--- src/rtl/mvp_pkg.sv ---
// Package for the MAVLink v1 frame parser: phase codes, status codes,
// X.25 CRC byte step and the structs passed between the parser modules.
// No dependencies.
`default_nettype none

package mvp_pkg;

	typedef enum logic [3:0] {
		PH_IDLE    = 4'd0,
		PH_LEN     = 4'd1,
		PH_SEQ     = 4'd2,
		PH_SYSID   = 4'd3,
		PH_COMPID  = 4'd4,
		PH_MSGID   = 4'd5,
		PH_PAYLOAD = 4'd6,
		PH_CRCLO   = 4'd7,
		PH_CRCHI   = 4'd8
	} phase_t;

	localparam logic [2:0] ST_NONE    = 3'd0;
	localparam logic [2:0] ST_PAYLOAD = 3'd1;
	localparam logic [2:0] ST_GOOD    = 3'd2;
	localparam logic [2:0] ST_BAD_LO  = 3'd3;
	localparam logic [2:0] ST_BAD_HI  = 3'd4;

	localparam logic       KIND_LINK  = 1'b0;
	localparam logic       KIND_TABLE = 1'b1;

	localparam logic       REG_MARKER = 1'b0;
	localparam logic       REG_XEN    = 1'b1;

	localparam logic [7:0]  MARKER_RST = 8'd254;
	localparam logic [15:0] CRC_INIT   = 16'hFFFF;

	typedef struct packed {
		logic       wr;
		logic [7:0] wr_idx;
		logic [7:0] wr_data;
		logic       rd;
		logic [7:0] rd_idx;
	} tbl_req_t;

	typedef struct packed {
		logic [2:0] status;
		logic [7:0] pbyte;
		logic [7:0] pindex;
		logic [7:0] len;
		logic [7:0] seq;
		logic [7:0] sysid;
		logic [7:0] compid;
		logic [7:0] msgid;
	} res_t;

	function automatic logic [15:0] crc_feed(input logic [15:0] acc, input logic [7:0] b);
		logic [7:0] t;
		t = b ^ acc[7:0];
		t = t ^ {t[3:0], 4'b0000};
		return {8'h00, acc[15:8]} ^ {t, 8'h00} ^ {5'b00000, t, 3'b000} ^ {12'h000, t[7:4]};
	endfunction

endpackage

`default_nettype wire

--- src/rtl/mvp_xtbl.sv ---
// CRC-extra table: 256-entry synchronous memory with per-entry valid bits,
// prefetch of the entry for the current message id and write forwarding.
// Depends on mvp_pkg.
`default_nettype none

module mvp_xtbl (
	input  wire logic             clk,
	input  wire logic             arst_n,
	input  wire logic             accept,
	input  wire mvp_pkg::tbl_req_t req,
	input  wire logic [7:0]       cur_msgid,
	output logic      [7:0]       extra
);

	logic [7:0]   mem [256];
	logic [255:0] valid_q;
	logic [7:0]   rdata_s1;
	logic         rvalid_s1;
	logic         pending_q;
	logic [7:0]   extra_q;
	logic [7:0]   rd_val;

	always_ff @(posedge clk) begin
		if (accept && req.wr) begin
			mem[req.wr_idx] <= req.wr_data;
		end
		if (accept && req.rd) begin
			rdata_s1 <= mem[req.rd_idx];
		end
	end

	assign rd_val = rvalid_s1 ? rdata_s1 : 8'h00;
	assign extra  = pending_q ? rd_val : extra_q;

	always_ff @(posedge clk or negedge arst_n) begin
		if (!arst_n) begin
			valid_q   <= '0;
			rvalid_s1 <= 1'b0;
			pending_q <= 1'b0;
			extra_q   <= 8'h00;
		end else if (accept) begin
			if (req.wr) begin
				valid_q[req.wr_idx] <= 1'b1;
			end
			if (req.rd) begin
				rvalid_s1 <= valid_q[req.rd_idx];
			end
			pending_q <= req.rd;
			if (req.wr && (req.wr_idx == cur_msgid)) begin
				extra_q <= req.wr_data;
			end else if (pending_q) begin
				extra_q <= rd_val;
			end
		end
	end

endmodule

`default_nettype wire

--- src/rtl/mvp_parse.sv ---
// Frame parser core: phase register, header capture, payload counter and
// CRC accumulator, plus the table access requests.
// Depends on mvp_pkg.
`default_nettype none

module mvp_parse (
	input  wire logic              clk,
	input  wire logic              arst_n,
	input  wire logic              accept,
	input  wire logic              kind,
	input  wire logic [7:0]        data_byte,
	input  wire logic [7:0]        table_index,
	input  wire logic [7:0]        start_marker,
	input  wire logic              crc_extra_enable,
	input  wire logic [7:0]        extra,
	output mvp_pkg::tbl_req_t      req,
	output logic      [7:0]        cur_msgid,
	output mvp_pkg::res_t          res
);

	mvp_pkg::phase_t phase_q, phase_d;
	logic [7:0]  len_q, len_d;
	logic [7:0]  seq_q, seq_d;
	logic [7:0]  sysid_q, sysid_d;
	logic [7:0]  compid_q, compid_d;
	logic [7:0]  msgid_q, msgid_d;
	logic [7:0]  count_q, count_d;
	logic [15:0] crc_q, crc_d;
	logic [15:0] crc_fed;
	logic [15:0] crc_fold;
	logic [7:0]  count_inc;
	logic [2:0]  status;
	logic        err;
	logic        is_marker;

	always_ff @(posedge clk or negedge arst_n) begin
		if (!arst_n) begin
			phase_q  <= mvp_pkg::PH_IDLE;
			len_q    <= 8'h00;
			seq_q    <= 8'h00;
			sysid_q  <= 8'h00;
			compid_q <= 8'h00;
			msgid_q  <= 8'h00;
			count_q  <= 8'h00;
			crc_q    <= mvp_pkg::CRC_INIT;
		end else if (accept) begin
			phase_q  <= phase_d;
			len_q    <= len_d;
			seq_q    <= seq_d;
			sysid_q  <= sysid_d;
			compid_q <= compid_d;
			msgid_q  <= msgid_d;
			count_q  <= count_d;
			crc_q    <= crc_d;
		end
	end

	assign crc_fed   = mvp_pkg::crc_feed(crc_q, data_byte);
	assign crc_fold  = crc_extra_enable ? mvp_pkg::crc_feed(crc_q, extra) : crc_q;
	assign count_inc = count_q + 8'd1;
	assign is_marker = (data_byte == start_marker);

	always_comb begin
		phase_d  = phase_q;
		len_d    = len_q;
		seq_d    = seq_q;
		sysid_d  = sysid_q;
		compid_d = compid_q;
		msgid_d  = msgid_q;
		count_d  = count_q;
		crc_d    = crc_q;
		status   = mvp_pkg::ST_NONE;
		err      = 1'b0;
		req.wr      = 1'b0;
		req.wr_idx  = table_index;
		req.wr_data = data_byte;
		req.rd      = 1'b0;
		req.rd_idx  = data_byte;
		if (kind == mvp_pkg::KIND_TABLE) begin
			req.wr = 1'b1;
		end else begin
			case (phase_q)
				mvp_pkg::PH_LEN: begin
					len_d   = data_byte;
					count_d = 8'h00;
					crc_d   = crc_fed;
					phase_d = mvp_pkg::PH_SEQ;
				end
				mvp_pkg::PH_SEQ: begin
					seq_d   = data_byte;
					crc_d   = crc_fed;
					phase_d = mvp_pkg::PH_SYSID;
				end
				mvp_pkg::PH_SYSID: begin
					sysid_d = data_byte;
					crc_d   = crc_fed;
					phase_d = mvp_pkg::PH_COMPID;
				end
				mvp_pkg::PH_COMPID: begin
					compid_d = data_byte;
					crc_d    = crc_fed;
					phase_d  = mvp_pkg::PH_MSGID;
				end
				mvp_pkg::PH_MSGID: begin
					msgid_d = data_byte;
					crc_d   = crc_fed;
					req.rd  = 1'b1;
					phase_d = (len_q == 8'h00) ? mvp_pkg::PH_CRCLO : mvp_pkg::PH_PAYLOAD;
				end
				mvp_pkg::PH_PAYLOAD: begin
					status  = mvp_pkg::ST_PAYLOAD;
					count_d = count_inc;
					crc_d   = crc_fed;
					if (count_inc == len_q) begin
						phase_d = mvp_pkg::PH_CRCLO;
					end
				end
				mvp_pkg::PH_CRCLO: begin
					crc_d = crc_fold;
					if (data_byte != crc_fold[7:0]) begin
						status = mvp_pkg::ST_BAD_LO;
						err    = 1'b1;
					end else begin
						phase_d = mvp_pkg::PH_CRCHI;
					end
				end
				mvp_pkg::PH_CRCHI: begin
					if (data_byte != crc_q[15:8]) begin
						status = mvp_pkg::ST_BAD_HI;
						err    = 1'b1;
					end else begin
						status  = mvp_pkg::ST_GOOD;
						phase_d = mvp_pkg::PH_IDLE;
					end
				end
				default: begin
					phase_d = mvp_pkg::PH_IDLE;
					if (is_marker) begin
						phase_d = mvp_pkg::PH_LEN;
						crc_d   = mvp_pkg::CRC_INIT;
					end
				end
			endcase
			if (err) begin
				phase_d = mvp_pkg::PH_IDLE;
				if (is_marker) begin
					phase_d = mvp_pkg::PH_LEN;
					crc_d   = mvp_pkg::CRC_INIT;
				end
			end
		end
	end

	assign cur_msgid  = msgid_q;
	assign res.status = status;
	assign res.pbyte  = (status == mvp_pkg::ST_PAYLOAD) ? data_byte : 8'h00;
	assign res.pindex = (status == mvp_pkg::ST_PAYLOAD) ? count_q : 8'h00;
	assign res.len    = len_d;
	assign res.seq    = seq_d;
	assign res.sysid  = sysid_d;
	assign res.compid = compid_d;
	assign res.msgid  = msgid_d;

endmodule

`default_nettype wire

--- src/rtl/mavlink_v1_frame_parser.sv ---
// MAVLink v1 frame parser top level: configuration registers, output
// register and the parser core with its CRC-extra table.
// Depends on mvp_pkg, mvp_parse and mvp_xtbl.
//
//  channel | direction | handshake          | content
//  s_*     | in        | s_tvalid/s_tready  | link byte or CRC-extra table write
//  m_*     | out       | m_tvalid/m_tready  | status, payload byte, header fields
//  cfg_*   | in        | cfg_valid/cfg_ready| start marker, CRC-extra enable
//
// One transfer per cycle in while s_tready is high, one result per transfer out.
// The table entry for the message id is read from memory on the message id byte
// and held in a register, so the checksum bytes may follow immediately.
// Reset clears phase, header fields, all table valid bits and loads CRC_INIT.
// s_tready drops only while a result is held and m_tready is low.
`default_nettype none

module mavlink_v1_frame_parser (
	input  wire logic        clk,
	input  wire logic        arst_n,
	input  wire logic        s_tvalid,
	output logic             s_tready,
	input  wire logic [15:0] s_tdata,   // data_byte[7:0], table_index[15:8]
	input  wire logic        s_tuser,   // kind[0]
	output logic             m_tvalid,
	input  wire logic        m_tready,
	output logic      [55:0] m_tdata,   // payload_byte, payload_index, msg_len, msg_seq,
	                                    // msg_sysid, msg_compid, msg_id (bytes, low first)
	output logic      [2:0]  m_tuser,   // status[2:0]
	input  wire logic        cfg_valid,
	output logic             cfg_ready,
	input  wire logic        cfg_index,
	input  wire logic [7:0]  cfg_data
);

	logic              marker_sel;
	logic [7:0]        start_marker_q;
	logic              xen_q;
	logic              accept;
	logic              out_valid_q;
	mvp_pkg::res_t     out_q;
	mvp_pkg::res_t     res;
	mvp_pkg::tbl_req_t req;
	logic [7:0]        cur_msgid;
	logic [7:0]        extra;

	assign cfg_ready  = 1'b1;
	assign marker_sel = cfg_valid && (cfg_index == mvp_pkg::REG_MARKER);

	always_ff @(posedge clk or negedge arst_n) begin
		if (!arst_n) begin
			start_marker_q <= mvp_pkg::MARKER_RST;
			xen_q          <= 1'b1;
		end else if (cfg_valid && cfg_ready) begin
			if (marker_sel) begin
				start_marker_q <= cfg_data;
			end else if (cfg_index == mvp_pkg::REG_XEN) begin
				xen_q <= cfg_data[0];
			end
		end
	end

	assign s_tready = !out_valid_q || m_tready;
	assign accept   = s_tvalid && s_tready;

	mvp_parse u_parse (
		.clk              (clk),
		.arst_n           (arst_n),
		.accept           (accept),
		.kind             (s_tuser),
		.data_byte        (s_tdata[7:0]),
		.table_index      (s_tdata[15:8]),
		.start_marker     (start_marker_q),
		.crc_extra_enable (xen_q),
		.extra            (extra),
		.req              (req),
		.cur_msgid        (cur_msgid),
		.res              (res)
	);

	mvp_xtbl u_xtbl (
		.clk       (clk),
		.arst_n    (arst_n),
		.accept    (accept),
		.req       (req),
		.cur_msgid (cur_msgid),
		.extra     (extra)
	);

	always_ff @(posedge clk or negedge arst_n) begin
		if (!arst_n) begin
			out_valid_q <= 1'b0;
		end else if (accept) begin
			out_valid_q <= 1'b1;
		end else if (m_tready) begin
			out_valid_q <= 1'b0;
		end
	end

	always_ff @(posedge clk) begin
		if (accept) begin
			out_q <= res;
		end
	end

	assign m_tvalid = out_valid_q;
	assign m_tuser  = out_q.status;
	assign m_tdata  = {out_q.msgid, out_q.compid, out_q.sysid, out_q.seq,
	                   out_q.len, out_q.pindex, out_q.pbyte};

endmodule

`default_nettype wire
--- config.mk ---
export PLATFORM = sky130hd
export DESIGN_NAME = mavlink_v1_frame_parser
export DESIGN_NICKNAME = d
export VERILOG_FILES = /design/src/rtl/mvp_pkg.sv /design/src/rtl/mvp_xtbl.sv /design/src/rtl/mvp_parse.sv /design/src/rtl/mavlink_v1_frame_parser.sv
export SDC_FILE = /design/constraint.sdc
export NUM_CORES = 2
export LEC_CHECK = 0
export BUFFER_PORTS_ARGS = -buffer_cell sky130_fd_sc_hd__buf_2
export CAP_MARGIN = 25
export CORE_ASPECT_RATIO = 2
export CORE_MARGIN = 2
export CORE_UTILIZATION = 35
export CTS_CLUSTER_SIZE = 28
export DETAILED_ROUTE_END_ITERATION = 12
export PLACE_DENSITY = 0.54
export SLEW_MARGIN = 20
export SYNTH_ARGS = -nofsm -noshare
export SYNTH_HDL_FRONTEND = slang
export SYNTH_HIERARCHICAL = 1
export SYNTH_SLANG_ARGS = --single-unit
--- constraint.sdc ---
create_clock -name clk -period 7.8 [get_ports clk]
set_input_delay 1.17 -clock clk [delete_from_list [all_inputs] [get_ports clk]]
set_output_delay 1.17 -clock clk [all_outputs]
set_load 0.01 [all_outputs]
==> impl_metrics.py <==
metrics = {
    "outcome": {
        "status": "finished, final reports clean",
    },
    "routing": {
        "ant_nets": 0,
        "drt_wl_total_mm": 249.0,
        "avgRoutedWirePerCell_microns": 28.08,
        "via_count": 48780,
        "firstDrtPassIters": 6,
        "route.detailed.drc": 0,
        "dr.first_iter.drc_count": 4646,
        "routed_via_density": 5.501,
    },
    "placed_design": {
        "io_buffer_count": 91,
        "place_congestion": 0.7979,
        "dpl-instance-area_sq_um": 101400,
        "dp_cells": 8426,
        "hpwl_mm": 150.2,
    },
    "power_and_ir_drop": {
        "leakage_nw": 36.26,
        "power_density_nw_per_um2": 264.3,
        "ir_drop_uv": 199.4,
    },
    "synth": {
        "synth.most_common_cell": "edfxtp_1",
        "synth_edf_count": 2115,
        "seq_area_frac_synth": 0.7461,
        "synth_fp_nets": 4998,
        "avgSynthCellArea_sq_um": 19.47,
        "synth_cell_types": 72,
        "synth_top_family_by_area": "multiplexers",
        "synth_cells": 4966,
        "ys_seq_elements": 2459,
        "synth-compound-area-share": 0.04004,
        "synth_warnings": 6,
        "synth_fa_ha_area_frac": 0.0001294,
        "synth_xor_area_frac": 0.009264,
        "synth_top_area_share": 0.6567,
        "async_flop_share": 0.1399,
        "synth_ff_type": "edfxtp_1",
        "synthTopCellsByCount": "edfxtp_1 (2115), mux4_2 (561), dfrtp_1 (320), nor2_1 (306), a22oi_1 (268)",
        "synthMuxAreaShare": 0.1456,
        "synthesis.area_sq_um": 96710,
        "synth_area_leaders": "edfxtp_1 (66%), mux4_2 (13%), dfrtp_1 (8.3%)",
        "synth_top_area_cell": "edfxtp_1",
        "synth_simple_gate_area_share": 0.04245,
    },
    "timing": {
        "fin_crit_sh": 0.5835,
        "timing.setup.tns_ns": 0,
        "fin_skew_ns": 0.06472,
        "hold_viol": 0,
        "fmax_mhz": 219.7,
        "tightest_slew_ns": 1.287,
        "setup-violations-final": 0,
        "finalCriticalPeriod_ns": 4.551,
        "rsz0062_at_grt": "no",
        "slew_viol_final": 0,
        "slew_headroom": 0.1340,
    },
    "grt": {
        "grt_pass1_vias": 49930,
        "grt_pass1_wl_mm": 360.8,
        "antenna_found_initial": 3,
        "gr-total-overflow": 0,
        "grt_max_degree": 148,
        "grt_usage": 0.1746,
    },
    "setup_path": {
        "worstPathArrival_ns": 5.20,
        "worstSetupPathType": "in2reg",
        "max_stage_delay_ns": 1.07,
        "path_buf_inv": 3,
        "regToRegEndpoint": "u_xtbl/mem[38][5]$_DFFE_PP_",
        "cp_slowest_cell": "nor4_1",
        "r2r_cells": 7,
        "cp_top_family": "simple AND/OR/NAND/NOR gates",
        "cp-startpoint": "s_tdata[0]",
        "rrSetupSlack_ns": 3.78,
        "cp-start-kind": "input port",
        "required_ns": 8.44,
        "critPathMaxFanout": 74,
        "end_kind": "register",
        "reg2reg_from": "m_tvalid$_DFFE_PN0P_",
        "cp_cell_sequence": "buf_8, buf_12, buf_4, mux4_2, a22oi_1, a21oi_1, nor4_1, o22ai_1, or2_1",
    },
    "job": {
        "cap_violations": 0,
    },
    "floorplan": {
        "initial_core_util": 0.3508,
        "die_y_microns": 747.4,
        "ios": 93,
        "rows": 273,
        "dieWidth_microns": 375.7,
        "coreArea_sq_um": 275700,
        "die-area_sq_um": 280800,
    },
    "clock_tree": {
        "cts_buffer_depth": 4,
        "post_cts_buffers": 0,
        "cts_inserted_buffers": 228,
        "path_clk_slew_ns": 0.06,
        "cts-resized-gates": 0,
        "cts_tree": "yes",
        "cts_max_level": 4,
        "clockRootBuffer": "clkbuf_16",
        "clock_sinks": 2459,
        "ctsHoldBuffers": 0,
        "clock_latency_ns": 0.90,
    },
    "finish": {
        "fillers": 24340,
        "final_cell_count_no_fill": 8867,
        "areaGrowthSynthToFinish_pct": 12.79,
        "final_layout_size_suffix_gt1_frac": 0.2914,
        "finish.net_count": 5131,
        "final_core_util": 0.3957,
        "design_area_sq_um": 109100,
    },
    "hold_path": {
        "hold_class": "in2async",
    },
}
[worst max-delay path by stage]
stage	slack, ns	end	cells after the start
finish	3.25	u_xtbl/rdata_s1[3]$_DFFE_PP_	9
detailed placement	2.32	u_xtbl/rdata_s1[7]$_DFFE_PP_	8
CTS	3.26	u_xtbl/rdata_s1[7]$_DFFE_PP_	8
floorplan	3.06	u_xtbl/mem[222][0]$_DFFE_PP_	7
global route	3.15	u_xtbl/rdata_s1[5]$_DFFE_PP_	9
global placement	2.14	u_xtbl/rvalid_s1$_DFFE_PN0P_	9
[metrics by stage]
step	worst slack [ns]	power, mW	hold slack, ns
2_1_floorplan	3.060	16.96	0.4334
3_3_place_gp	2.143	17.73	0.4444
3_5_place_dp	2.322	17.80	0.4476
4_1_cts	3.259	29.08	0.3074
5_1_grt	3.148	29.78	0.3327
6_report	3.249	28.83	0.2987
[where the power goes]
group | internal (mW) | leakage [nW] | switching (mW)
logic | 1.12 | 8.88 | 1.52
clock network | 6.47 | 3.71 | 4.84
registers | 14.6 | 23.7 | 0.241
total | 22.2 | 36.3 | 6.60
[cells in the final DEF, fill, tap and decap left out, types with 9 or more instances in the layout]
| master | count |
|---|---|
| clkinv_2 | 49 |
| or2_2 | 258 |
| a211oi_1 | 11 |
| nor2b_1 | 13 |
| o211ai_1 | 14 |
| inv_1 | 14 |
| clkbuf_8 | 25 |
| clkinv_1 | 25 |
| o21ai_0 | 48 |
| o221ai_1 | 12 |
| buf_4 | 101 |
| edfxtp_1 | 2115 |
| dfstp_2 | 24 |
| nand2b_1 | 18 |
| nand3_1 | 21 |
| xnor2_1 | 46 |
| mux2i_1 | 37 |
| and2_1 | 23 |
| a21oi_1 | 151 |
| nor2_2 | 13 |
| clkbuf_16 | 233 |
| clkbuf_1 | 49 |
| nand2_1 | 83 |
| mux2_2 | 85 |
| nor4_1 | 37 |
| xor2_1 | 41 |
| buf_12 | 19 |
| buf_2 | 85 |
| dfrtp_1 | 320 |
| a22oi_1 | 268 |
| mux4_2 | 561 |
| o22ai_1 | 25 |
| bufinv_16 | 23 |
| nor2_1 | 291 |
| nor3_1 | 10 |
| buf_8 | 9 |
[registers in the layout, summed over array words and instances (netlist names), 4 cells and up]
signal	cells
u_parse/crc_q	16
u_xtbl/rdata_s1	8
u_parse/cur_msgid	8
u_xtbl/mem	2048
start_marker_q	8
u_xtbl/valid_q	256
m_tdata	56
u_parse/len_q	8
u_xtbl/extra_q	8
u_parse/compid_q	8
u_parse/phase_q	4
u_parse/count_q	8
u_parse/seq_q	8
u_parse/sysid_q	8
[metal layers]
layer  global-route usage  routed length, microns
met5                    0                      13
met4              0.05086                    7405
met3              0.02535                   13680
met2               0.2901                  123900
met1               0.2385                  104000
[layout make-up]
| cell class | count | area [sq um] | area share |
|---|---|---|---|
| antenna | 3 | 7.507 | 0.00006883 |
| multi-input combinational | 2173 | 23060 | 0.2114 |
| tap | 3575 | 4473 | 0.04101 |
| inverter | 15 | 56.30 | 0.0005162 |
| timing repair buffer | 222 | 1789 | 0.01640 |
| clock inverter | 113 | 1176 | 0.01078 |
| clock buffer | 307 | 6359 | 0.05830 |
| sequential | 2459 | 72150 | 0.6615 |
[worst register-to-register path, delay by kind of cell (launching register included)]
kind                   cells  cell delay [ns]
AND/OR/NAND/NOR            6             2.79
buffers and inverters      1             0.49
flip-flops                 1             0.37
[kinds of logic after synthesis]
logic type,count (synthesis)
AOI/OAI and AO/OA,578
xor gates and xnor gates,93
adders and majority gates,1
buffers and inverters,334
DFF,2459
muxes,691
other,1
and+or+nand+nor,809
Note: power is estimated with default switching activity, not from simulation.
